<file path="src/design/ebu_ram.sv">
module ebu_ram #(
    parameter int WIDTH = 16,
    parameter int DEPTH = 128
) (
    input  logic                     i_clk,
    input  logic                     i_we,
    input  logic [$clog2(DEPTH)-1:0] i_waddr,
    input  logic [WIDTH-1:0]         i_wdata,
    input  logic                     i_re,
    input  logic [$clog2(DEPTH)-1:0] i_raddr,
    output logic [WIDTH-1:0]         o_rdata
);

    logic [WIDTH-1:0] r_mem [DEPTH];
    logic [WIDTH-1:0] r_rdata;

    always_ff @(posedge i_clk) begin
        if (i_we) begin
            r_mem[i_waddr] <= i_wdata;
        end
        if (i_re) begin
            r_rdata <= r_mem[i_raddr];
        end
    end

    assign o_rdata = r_rdata;

endmodule

</file>
<file path="config.mk">
export PLATFORM = sky130hd
export DESIGN_NAME = ebu_ram
export DESIGN_NICKNAME = d
export VERILOG_FILES = /design/src/design/ebu_ram.sv
export SDC_FILE = /design/constraint.sdc
export NUM_CORES = 2
export LEC_CHECK = 0
export BUFFER_PORTS_ARGS = -buffer_cell sky130_fd_sc_hd__buf_2
export CELL_PAD_IN_SITES_DETAIL_PLACEMENT = 0
export CELL_PAD_IN_SITES_GLOBAL_PLACEMENT = 1
export CORE_ASPECT_RATIO = 1.25
export CORE_MARGIN = 4
export CORE_UTILIZATION = 57
export DETAILED_ROUTE_END_ITERATION = 10
export PLACE_DENSITY = 0.91
export SLEW_MARGIN = 40
export SYNTH_ARGS = -nofsm -noshare
export SYNTH_HDL_FRONTEND = slang
export SYNTH_SLANG_ARGS = --single-unit
</file>
<file path="constraint.sdc">
create_clock -name i_clk -period 3.8 [get_ports i_clk]
set_clock_uncertainty 0.15 [all_clocks]
set_input_delay 0.76 -clock i_clk [delete_from_list [all_inputs] [get_ports i_clk]]
set_output_delay 0.76 -clock i_clk [all_outputs]
set_load 0.01 [all_outputs]
</file>
* After elaboration in Yosys (flattened, before gate mapping)
Memories as Yosys holds them, arrays and structs flattened. A register that Yosys moved wholly into a read port is not among the register bits.
Cells that the tools add are included.
** Cells by class
- Multiplexer cells :: 2
** Operators by type and width (count)
- $mux W1 :: 2
** Storage, ports and cells
- Memory bits (writable) :: 2048
- Input bits :: 33
- Register bits after elaboration :: 0
- Logic and storage cells :: 3
- Output and inout bits :: 16
- Memories kept :: 1
** Memories
- r_mem :: words 128, bits a word 16, read ports 1, clocked after Yosys merged registers in 1, write ports 1, RTL line 14 : logic [WIDTH-1:0] r_mem [DEPTH];

* Logic depth before layout (Yosys ltp)
- Depth after elaboration :: 2
- Mapped depth :: 7
- Mapped depth without buffers :: 4

* Worst setup path after synthesis
Ideal clock, no wire load.
- Path kind :: input to register
- From :: input i_raddr[0]
- To :: register r_rdata[0], in the netlist o_rdata[0], read port of r_mem, data pin
- Data required time :: 3390 ps
- Slack :: 256 ps
- Cell stages on the path :: 6
- Arrival :: 3135 ps
- Library setup time :: 260 ps
- Path buffers :: 2
- Cell sequence :: buf_2 > buf_1 > mux4_2 > mux4_2 > mux4_2 > mux2_2
** RTL lines
- start, declared :: RTL line 10 : input logic [$clog2(DEPTH)-1:0] i_raddr,
- end, declared :: RTL line 15 : logic [WIDTH-1:0] r_rdata;

==> metrics.md <==
| Metric | Value |
|---|---|
| Outcome | `finished, final reports clean` |
| Reg-to-reg endpoint | `o_rdata[13]$_DFFE_PP_` |
| Hold/Removal Path Class | `input pin to register` |
| Critical Path RT | `4.21 ns` |
| Placement Cell Area | `83800 sq um` |
| Pin count of the biggest net entering global routing | `116` |
| DR vias/cell | `7.34` |
| Wire per inst | `41.3 um` |
| DR DRC count | `0` |
| CTS clk-pin slew, worst paths | `0.07 ns` |
| Clock Root Buffer | `clkbuf_16` |
| Cell family with the largest share of critical-path delay | `multiplexers` |
| Initial cell density of the core | `57.3%` |
| Antenna-violating nets left | `0` |
| DR iter-0 viols | `7265` |
| Post-CTS setup buffer count | `0` |
| Global-route wire length before repair | `317 mm` |
| Fin. Hold Viols | `0` |
| Unique masters post-synth | `16` |
| CP max stage delay | `0.66 ns` |
| CP Launch Type | `input pin` |
| Peak Freq | `303 MHz` |
| Yosys warns | `0` |
| Hold_sp | `i_wdata[1]` |
| #FFs+latches synth | `2064` |
| Leak | `27.9 nW` |
| Worst path slowest cell | `mux4_2` |
| Total number of vias | `40053` |
| Total design power | `45.9 mW` |
| Total gr overflow | `0` |
| Place WS | `-0.230 ns` |
| Worst slew pin tran | `0.885 ns` |
| Worst Hold Depth | `1` |
| Layout cells sized above 1 | `36.4%` |
| Avg Cell Area, Syn | `25.5 sq um` |
| Core area | `137000 sq um` |
| Post-route cell area | `89500 sq um` |
| Post-Syn Instances | `3086` |
| RSZ-0062 raised after global routing | `no` |
| Port-buffer cells | `48` |
| Critical Path AT | `3.72 ns` |
| Die area | `144000 sq um` |
| Max-slew violations | `0` |
| FILL cells | `7804` |
| Slew Limit Headroom | `41.0%` |
| Vias in the first global route | `40203` |
| Mapped Area | `78700 sq um` |
| Fin Setup TNS | `0 ns` |
| Most frequent cells in the layout | `edfxtp_1, mux4_2, buf_4` |
| Antenna violations before repair | `17` |
| CTS tree | `done` |
| CTS max path bufs | `3` |
| Pwr dens | `513 nW/um^2` |
| Cell Chain, Critical Path | `buf_8 -> buf_4 -> buf_12 -> buf_4 -> mux4_2 -> mux4_2 -> mux4_2 -> mux2_2` |
| Total track usage | `31.6%` |
| Most used cell, CP | `mux4_2` |
| # rows | `152` |
| Num CTS Buffers | `178` |
| Cell Count, Final, Fillers Out | `5456` |
| Final Cycle Share | `86.9%` |
| Die Width | `340 um` |
| Net count after synthesis | `3119` |
| HPWL Detailed | `121 mm` |
| Worst-path maximum fanout | `12` |
| Min cycle time layout | `3.30 ns` |
| Nets | `3498` |
| # clock sinks | `2064` |
| Sequential area share after synthesis | `78.8%` |
| Endpoint, Worst Hold | `r_mem[30][1]$_DFFE_PP_` |
| # resized after CTS | `0` |
| Syn-to-layout area delta | `13.8%` |
| Die Ht | `423 um` |
| CP bufs+invs | `4` |
| Post-detailed-routing wire length | `225 mm` |
| Worst skew pair latency | `0.83 ns` |
| Register-to-Register Path Depth | `4` |
| Setup WS post-layout | `0.500 ns` |
| CP Class | `input pin to register` |
| Nature of the critical path endpoint | `register` |
| Peak supply drop | `0.000502 V` |
| Setup violators final | `0` |
| Reg-to-reg setup timing slack | `0.80 ns` |
| Reg-to-reg startpoint | `r_mem[53][13]$_DFFE_PP_` |
| Hold_buf cts | `0` |
| Placer Congestion | `0.845` |
| Cells after DPL | `5131` |
| Most common cell after layout, fill and taps aside | `edfxtp_1` |
| MaxCap Viol Count | `0` |
| IO Pins | `49` |
| H-Tree Depth | `4` |
| DRT Pass-1 Iters | `6` |
==> worst max path at each step <==
stage	depth (start not counted)	startpoint	to
after floorplan	6	i_raddr[0]	o_rdata[0]$_DFFE_PP_
after global placement	7	i_raddr[0]	o_rdata[13]$_DFFE_PP_
after detailed placement	7	i_raddr[0]	o_rdata[13]$_DFFE_PP_
after CTS	8	i_raddr[0]	o_rdata[13]$_DFFE_PP_
after global routing	8	i_raddr[0]	o_rdata[15]$_DFFE_PP_
final	8	i_raddr[0]	o_rdata[15]$_DFFE_PP_
==> area by class of cell <==
cell class	instances	area (sq um)	share of cell area [%]
clock buffer	212	4600	5.14
timing repair buffer	363	3560	3.98
sequential	2064	62000	69.2
tap	1848	2310	2.58
clock inverter	103	991	1.11
multi-input combinational	858	16100	17.9
antenna	8	20.0	0.0224
==> layer usage <==
metal | part of all wire [%] | wire [um] | vias to the layer above | track usage (%)
met1 | 31 | 70200 | 20814 | 40.6
met3 | 13 | 29800 | 840 | 7.93
met2 | 49 | 111000 | 4158 | 51.2
met5 | 0.11 | 251 | - | 0
met4 | 6.1 | 13800 | 24 | 15.6
li1 | - | - | 14217 | -
==> through the flow <==
| stage | hold slack [ns] | utilization, % |
|---|---|---|
| after global routing | 0.176 | 65.2 |
| after floorplan | 0.709 | - |
| final | 0.188 | 65.2 |
| after detailed placement | 1.06 | 61.1 |
| after global placement | 1.02 | 61.1 |
| after CTS | 0.272 | 65.1 |
==> synthesized netlist by cell type <==
master,n,area (sq um)
buf_6,1,11.3
or3_1,1,6.26
buf_1,28,105
mux4_2,672,15100
nor3_1,9,45.0
nand4_1,3,18.8
nand2_1,14,52.6
clkbuf_1,82,308
edfxtp_1,2064,62000
nor2_1,122,458
nor2b_1,7,43.8
mux2_2,16,180
nand3_1,12,60.1
buf_4,1,7.51
nand2b_1,2,12.5
buf_2,52,260
==> kinds of logic after synthesis <==
group / share of synthesized area (%)
and+or+nand+nor: 0.886
muxes: 19.5
buffers and inverters: 0.879
DFF: 78.8
==> power breakdown <==
group	internal [mW]	switching [mW]
Sequential	25.1	0.0811
Clock	9.76	8.33
Combinational	1.07	1.52
Total	36.0	9.93
==> registers in the layout, indices dropped and copies added, names as in the netlist <==
| signal | flops |
|---|---|
| r_mem | 2048 |
| o_rdata | 16 |
Power figures use the tool's default switching activity.
