<file path="src/design/ebu_pkg.sv">
package ebu_pkg;

    localparam int CHAR_W = 8;

    // Request codes carried on the input channel.
    typedef enum logic [3:0] {
        REQ_INSERT    = 4'd0,
        REQ_BACKSPACE = 4'd1,
        REQ_UNDO      = 4'd2,
        REQ_REDO      = 4'd3,
        REQ_NEXT      = 4'd4,
        REQ_PREV      = 4'd5,
        REQ_HOME      = 4'd6,
        REQ_END       = 4'd7,
        REQ_READ      = 4'd8
    } t_req;

    // Status bit of every result.
    localparam logic ST_DONE    = 1'b0;
    localparam logic ST_IGNORED = 1'b1;

    // Kind bit held in each journal entry.
    localparam logic KIND_INSERT = 1'b0;
    localparam logic KIND_DELETE = 1'b1;

    // Shift command from the sequencer to the row of text cells.
    typedef struct packed {
        logic en;
        logic del;
    } t_shift_cmd;

    // Per-cell load selection, decoded by the row for each cell.
    typedef struct packed {
        logic take_new;
        logic take_left;
        logic take_right;
    } t_cell_ctl;

endpackage

</file>
<file path="src/design/ebu_cell.sv">
module ebu_cell (
    input  logic                        i_clk,
    input  ebu_pkg::t_cell_ctl          i_ctl,
    input  logic [ebu_pkg::CHAR_W-1:0]  i_new,
    input  logic [ebu_pkg::CHAR_W-1:0]  i_left,
    input  logic [ebu_pkg::CHAR_W-1:0]  i_right,
    output logic [ebu_pkg::CHAR_W-1:0]  o_q
);

    logic [ebu_pkg::CHAR_W-1:0] r_q;

    always_ff @(posedge i_clk) begin
        if (i_ctl.take_new) begin
            r_q <= i_new;
        end else if (i_ctl.take_left) begin
            r_q <= i_left;
        end else if (i_ctl.take_right) begin
            r_q <= i_right;
        end
    end

    assign o_q = r_q;

endmodule

</file>
<file path="src/design/ebu_text_row.sv">
module ebu_text_row #(
    parameter int BUFFER_CHARS = 128
) (
    input  logic                              i_clk,
    input  ebu_pkg::t_shift_cmd               i_cmd,
    input  logic [$clog2(BUFFER_CHARS)-1:0]   i_pos,
    input  logic [ebu_pkg::CHAR_W-1:0]        i_char,
    input  logic                              i_sel_load,
    input  logic [$clog2(BUFFER_CHARS)-1:0]   i_sel_addr,
    output logic [ebu_pkg::CHAR_W-1:0]        o_sel_char
);

    localparam int AW = $clog2(BUFFER_CHARS);

    logic [ebu_pkg::CHAR_W-1:0] cell_q [BUFFER_CHARS];
    logic [ebu_pkg::CHAR_W-1:0] r_sel_char;

    for (genvar i = 0; i < BUFFER_CHARS; i++) begin : g_cell
        localparam logic [AW-1:0] IDX = AW'(i);
        ebu_pkg::t_cell_ctl          ctl;
        logic [ebu_pkg::CHAR_W-1:0]  left_q;
        logic [ebu_pkg::CHAR_W-1:0]  right_q;

        // An insert moves every cell past the position one place right; a
        // delete moves the position and everything past it one place left.
        assign ctl.take_new   = i_cmd.en && !i_cmd.del && (IDX == i_pos);
        assign ctl.take_left  = i_cmd.en && !i_cmd.del && (IDX > i_pos);
        assign ctl.take_right = i_cmd.en && i_cmd.del && (IDX >= i_pos);

        if (i == 0) begin : g_first
            assign left_q = cell_q[i];
        end else begin : g_inner_l
            assign left_q = cell_q[i-1];
        end

        if (i == BUFFER_CHARS - 1) begin : g_last
            assign right_q = cell_q[i];
        end else begin : g_inner_r
            assign right_q = cell_q[i+1];
        end

        ebu_cell u_cell (
            .i_clk   (i_clk),
            .i_ctl   (ctl),
            .i_new   (i_char),
            .i_left  (left_q),
            .i_right (right_q),
            .o_q     (cell_q[i])
        );
    end

    always_ff @(posedge i_clk) begin
        if (i_sel_load) begin
            r_sel_char <= cell_q[i_sel_addr];
        end
    end

    assign o_sel_char = r_sel_char;

endmodule

</file>
<file path="config.mk">
export PLATFORM = sky130hd
export DESIGN_NAME = ebu_text_row
export DESIGN_NICKNAME = d
export VERILOG_FILES = /design/src/design/ebu_pkg.sv /design/src/design/ebu_cell.sv /design/src/design/ebu_text_row.sv
export SDC_FILE = /design/constraint.sdc
export NUM_CORES = 2
export LEC_CHECK = 0
export ABC_AREA = 0
export BUFFER_PORTS_ARGS = -buffer_cell sky130_fd_sc_hd__buf_2
export CORE_ASPECT_RATIO = 0.7
export CORE_MARGIN = 4
export CORE_UTILIZATION = 25
export DETAILED_ROUTE_END_ITERATION = 10
export MAX_ROUTING_LAYER = met4
export PLACE_DENSITY = 0.45
export REMOVE_ABC_BUFFERS = 1
export SETUP_SLACK_MARGIN = 0.2
export SLEW_MARGIN = 0
export SYNTH_ARGS = -nofsm -noshare
export SYNTH_HDL_FRONTEND = slang
export SYNTH_SLANG_ARGS = --single-unit
</file>
<file path="constraint.sdc">
create_clock -name i_clk -period 7.48 [get_ports i_clk]
set_input_delay 2.244 -clock i_clk [delete_from_list [all_inputs] [get_ports i_clk]]
set_output_delay 2.244 -clock i_clk [all_outputs]
set_load 0.05 [all_outputs]
</file>
# ---- Word level (Yosys, flattened, before mapping)
# Cells that the tools add are included.
dict set report totals {
  register_bits 1032
  in_bits 26
  elab_cells 1416
}
dict set report op_classes {
  n_lt_le_gt_ge 256
  eq_ne 128
  n_mux 386
  bitwise 1
  reduce_logical 516
}
# cell count
set op_table {}
lappend op_table {{$mux W8} 385}
lappend op_table {{$eq A7 B7 Y1 const A} 64}
lappend op_table {{$gt A7 B7 Y1 const A} 64}
lappend op_table {{$ge A7 B7 Y1 const A} 63}
lappend op_table {{$logic_and A1 B1 Y1} 385}
lappend op_table {{$reduce_bool A3 Y1} 126}
lappend op_table {{$eq A6 B7 Y1 const A} 32}
lappend op_table {{$ge A6 B7 Y1 const A} 32}
lappend op_table {{$gt A6 B7 Y1 const A} 32}
lappend op_table {{$eq A5 B7 Y1 const A} 16}
lappend op_table {{$ge A5 B7 Y1 const A} 16}
lappend op_table {{$gt A5 B7 Y1 const A} 16}
lappend op_table {{$bmux W8 S7} 1}
lappend op_table {{$eq A4 B7 Y1 const A} 8}
lappend op_table {{$ge A4 B7 Y1 const A} 8}
lappend op_table {{$gt A4 B7 Y1 const A} 8}
lappend op_table {{$eq A3 B7 Y1 const A} 4}
lappend op_table {{$ge A3 B7 Y1 const A} 4}
lappend op_table {{$gt A3 B7 Y1 const A} 4}
lappend op_table {{$eq A2 B7 Y1 const A} 2}
lappend op_table {{$ge A1 B7 Y1 const A} 2}
lappend op_table {{$ge A2 B7 Y1 const A} 2}
lappend op_table {{$gt A1 B7 Y1 const A} 2}
lappend op_table {{$gt A2 B7 Y1 const A} 2}
lappend op_table {{8 further kinds} 9}

# ---- Depth between registers and ports, before layout
dict set report depth {
  depth_word 5
  depth_mapped 11
}

# ---- By module
# From an unflattened synthesis, not the netlist that was laid out.
dict set report hier_totals {
  hier_cells 5572
  area_unflattened_um2 64117.7
}
# module instances cells_each area_each_um2 seq_area_each_um2
set modules_own_cells {}
lappend modules_own_cells {ebu_cell 128 35 412.9 240.2}
lappend modules_own_cells {ebu_text_row 1 1092 11267.1 240.2}

# ---- Worst setup path after synthesis
# Ideal clock, no wire load.
dict set report synth_timing {
  kind {input to register}
  startpoint {input i_pos[5]}
  endpoint {register g_cell[104].u_cell.r_q, in the netlist g_cell[104].u_cell.o_q[0], enable pin}
  arrival_time_ps 4818
  required_time_ps 7085
  path_slack_ps 2267
  stages 9
  path_buffers 4
  cell_sequence {buf_2 -> buf_2 -> buf_2 -> nand3b_1 -> clkbuf_1 -> nor2_1 -> nor2_1 -> o21ai_0 -> nor4_1}
}
dict set report synth_via {
  elab_chain_len 3
}
# item line
set synth_lines {}
lappend synth_lines {{from (decl)} ebu_text_row.sv:6} ;# input logic [$clog2(BUFFER_CHARS)-1:0] i_pos,
lappend synth_lines {{$ge A7 B7 Y1, or another cell as far along} ebu_text_row.sv:28} ;# assign ctl.take_right = i_cmd.en && i_cmd.del && (IDX >= i_pos);
lappend synth_lines {{$logic_and A1 B1 Y1, on equally long branches} {ebu_text_row.sv:28, ebu_text_row.sv:26, ebu_text_row.sv:27}}
lappend synth_lines {{$reduce_bool A3 Y1 (no source line) (*)} --}
lappend synth_lines {{to (signal assigned)} ebu_cell.sv:14} ;# r_q <= i_new;
lappend synth_lines {{to (signal assigned)} ebu_cell.sv:16} ;# r_q <= i_left;
lappend synth_lines {{to (signal assigned)} ebu_cell.sv:18} ;# r_q <= i_right;
lappend synth_lines {{to (decl)} ebu_cell.sv:10} ;# logic [ebu_pkg::CHAR_W-1:0] r_q;
# Mark *: on every way between the ends. The rest lies on a longest branch, timed or not.
# A chain may end at the register's enable or synchronous reset.

# ---- Worst setup path in the final report
dict set report layout_timing {
  startpoint {input i_pos[2]}
  endpoint {register g_cell[37].u_cell.r_q, in the netlist g_cell[37].u_cell.o_q[1], data pin}
}
dict set report layout_via {
  elab_chain_len 4
}
# item line
set layout_lines {}
lappend layout_lines {{$gt A6 B7 Y1} ebu_text_row.sv:27} ;# assign ctl.take_left = i_cmd.en && !i_cmd.del && (IDX > i_pos);
lappend layout_lines {{$logic_and A1 B1 Y1} ebu_text_row.sv:27}
lappend layout_lines {{$mux W8} ebu_cell.sv:15} ;# end else if (i_ctl.take_left) begin
lappend layout_lines {{$mux W8 (*)} ebu_cell.sv:13} ;# if (i_ctl.take_new) begin
lappend layout_lines {{to (signal assigned)} ebu_cell.sv:14}
lappend layout_lines {{to (signal assigned)} ebu_cell.sv:16}
lappend layout_lines {{to (signal assigned)} ebu_cell.sv:18}
lappend layout_lines {{to (decl)} ebu_cell.sv:10}
# Marked as above.

==> results by group <==
Logic synthesis
  – Post-synthesis share of cell area spent on xor and xnor gates: 0%
  – Flip-flop and latch count after synthesis: around 1,000
  – Post-synthesis area per instance: 11.4 sq um
  – Synth unique cells: 68
  – Simple-Gate Fraction of Synth Area: a little under a tenth
  – Sequential share of the synthesized area: roughly half
  – Number of warning messages in the yosys log: 0
  – Multiplexer fraction of the synthesized cell area: between 20% and 30%
  – Main combinational cell family by area after synthesis: multiplexers
  – Synthesized-area fraction occupied by adder cells: 0%
  – Number of enable-type register cells in the synthesized netlist: 1,032
  – Post-synth top flop: sky130_fd_sc_hd__edfxtp_1
  – Gate Count Post-Synth: ~5,400
  – Netlist area before placement: slightly above 60,000 sq um
  – Synthesized-area fraction occupied by ao, oa, aoi and oai cells: 12.9%
  – Async SR Flop Fraction: 0%

Drt
  – Drt first pass iters: 10
  – Count of unresolved DRC violations after routing: 0
  – Vias: 49,700
  – Post-route ant nets: 0
  – Initial drt markers: 9,204
  – Average wire length per cell after detail routing: around 32 microns
  – Via density: roughly 5.8
  – Total Routed Length: 275 mm

Clock tree
  – Max H-tree Level: 3
  – Hold buffer count at CTS: 0
  – CTS Buf Count: about 110
  – # resized after CTS: 0
  – CTS tree: done
  – CTS root buffer: sky130_fd_sc_hd__clkbuf_16
  – Post CTS Setup Buffer Count: 0
  – Register clock-pin slew on the reported worst setup and hold paths: approximately 70 ps
  – Clk Latency, worst-skew pair: 740 ps
  – Total number of clock tree sinks: ~1,000
  – Clock Tree Buf Depth: 3

Pwr
  – Peak supply drop: between 0.15 and 0.2 mV
  – Leakage power summed over all cells: 24.3 nW
  – Pwr Density: 215 nW/um^2
  – Final Total Pwr: about 0.015 W

Global routing
  – Overflow after GRT: 0
  – Total track usage: about a fifth
  – Global-route wire length before repair: 381 mm
  – Largest net degree at the start of global routing: between 80 and 90
  – Antenna violations before repair: 37
  – Via count of the first global-routing pass: about 45,000

Critical path
  – Crit path capture type: flip-flop
  – Worst Setup Start Kind: input port
  – Data required time at the worst endpoint: approximately 7900 ps
  – Worst-path maximum fanout: 36
  – WP data arrival: 6150 ps
  – Critical path type: in2reg

Floorplanning
  – Die footprint: 255,000 sq um
  – Core region area: ~250,000 sq um
  – Starting density of the core: 25.1%
  – Horizontal die dimension: 601 microns
  – I/O pins: 34
  – Height of the chip: roughly 420 microns
  – Num rows: approximately 150

Outcome
  – Status: finished clean

Job
  – Number of maximum-capacitance constraint violations: 0

STA
  – Hold Fails Final Rpt: 0
  – Worst clock skew: roughly 28 ps
  – Transition time of the tightest slew-check pin: ~1400 ps
  – Relative slew slack: 4.36%
  – Final-layout worst hold slack: between 500 and 600 ps
  – Total Neg Setup Slack: 0 ps
  – Top achievable clock speed: roughly 0.17 GHz
  – Final clock period utilization by the worst path: between 70% and 80%
  – Number of pins exceeding their max-slew limit in the final report: 0
  – Final min period: 5720 ps
  – Final setup vio count: 0
  – RSZ-0062 raised after global routing: no

Layout
  – Fraction of the core area covered by cells at the end of the flow: between 20% and 30%
  – Area delta synth->final: 12.5%
  – Commonest cells after routing, fill and taps aside: sky130_fd_sc_hd__edfxtp_1, sky130_fd_sc_hd__nand2_1, sky130_fd_sc_hd__mux2i_1, sky130_fd_sc_hd__o21ai_0, sky130_fd_sc_hd__nor2_1
  – Final cell area excluding filler cells: about 69,000 sq um
  – Nets: 5,308
  – Fraction of layout instances using a drive strength above 1: 15.1%
  – Commonest non-fill, non-tap cell in the layout: sky130_fd_sc_hd__edfxtp_1

Place
  – Cell area after placement: 65,700 sq um
  – Routability Congestion: 0.982
  – Detailed placer's ending HPWL: 209 mm
  – Count of buffers from port buffering: 33

Min path
  – Type of the most critical hold path: reg2reg
==> final timing paths <==
| check | startpoint | cells after the start | slack (ps) | to |
|---|---|---|---|---|
| worst max-delay path | i_pos[2] | 5 | 1760 | g_cell[37].u_cell.o_q[1] |
| worst min-delay path | g_cell[57].u_cell.o_q[2] | 2 | 590 | g_cell[58].u_cell.o_q[2] |
| worst max register to register | g_cell[119].u_cell.o_q[2] | 4 | 4470 | o_sel_char[2] |
| worst min register to register | g_cell[57].u_cell.o_q[2] | 2 | 590 | g_cell[58].u_cell.o_q[2] |
==> state kept, by name, summed over array words and instances, names as in the netlist <==
signal,cells
g_cell.u_cell.o_q,1024
o_sel_char,8
==> synth_stat cells (all sizes together) (4+ instances only) <==
library cell / number / area (sq um)
o21a: 10 / 75.1
a211oi: 10 / 75.1
and3b: 4 / 35.0
and3: 14 / 87.6
nor2b: 11 / 68.8
nor3b: 6 / 55.1
mux4: 336 / 7570
o31ai: 4 / 30.0
nor3: 27 / 145
o22ai: 62 / 388
nand2b: 14 / 87.6
o221ai: 5 / 43.8
clkbuf: 353 / 1330
o211ai: 6 / 55.1
nor2: 444 / 1690
mux2i: 628 / 6290
o21ai: 626 / 3130
nand4: 6 / 37.5
or3: 10 / 62.6
a222oi: 188 / 1880
a22oi: 46 / 345
a21o: 7 / 52.6
nand2: 814 / 3060
nand3b: 6 / 45.0
edfxtp: 1032 / 31000
a221o: 21 / 210
buf: 104 / 504
a31oi: 52 / 325
nand3: 20 / 100
a21boi: 5 / 37.5
nor4bb: 5 / 50.1
a21oi: 201 / 1040
nor4: 4 / 37.5
inv: 229 / 860
or2: 9 / 56.3
and2: 27 / 169
a221oi: 13 / 120
mux2: 21 / 236
clkinv: 4 / 15.0
==> metal layers <==
metal / global-route usage, % / wire length [microns] / part of all wire (%)
met5: - / 0 / 0
met4: 4.72 / 6480 / 2.4
met3: 7.11 / 39300 / 14
met2: 25.5 / 99900 / 36
met1: 33.5 / 129000 / 47
==> where the power goes <==
| group | leakage [nW] | switching [W] | total [W] | internal [W] |
|---|---|---|---|---|
| combinational | 13.0 | 0.00136 | 0.00210 | 0.000746 |
| clock | 1.69 | 0.00261 | 0.00571 | 0.00311 |
| sequential | 9.70 | 0.000323 | 0.00710 | 0.00678 |
==> stage by stage <==
step           instances  setup slack, ps
2_1_floorplan       4947              324
3_3_place_gp        8406             1240
3_5_place_dp        8406             1270
4_1_cts             8606             2090
5_1_grt             8621             1810
6_report            8630             1760
==> worst max-delay path, cell delays in order <==
cell and delay [ps]:
sky130_fd_sc_hd__buf_2 570, sky130_fd_sc_hd__nor2b_1 960, sky130_fd_sc_hd__nand2_1 810, sky130_fd_sc_hd__nor2_1 1230, sky130_fd_sc_hd__o21ai_0 270
==> area by class of cell <==
cell class | instances | area [sq um]
clock buffer | 125 | 2810
inverter | 233 | 875
fill | 25100 | 176000
multi-input combinational | 3682 | 28000
antenna | 24 | 60.1
sequential | 1032 | 31000
timing repair buffer | 225 | 1790
clock inverter | 75 | 726
tap | 3234 | 4050
==> logic make-up after synthesis <==
group           Yosys count
simple gates           1428
compound gates         1269
buf+inv                 690
mux                     985
flops                  1032
Note: power is estimated with default switching activity, not from simulation.
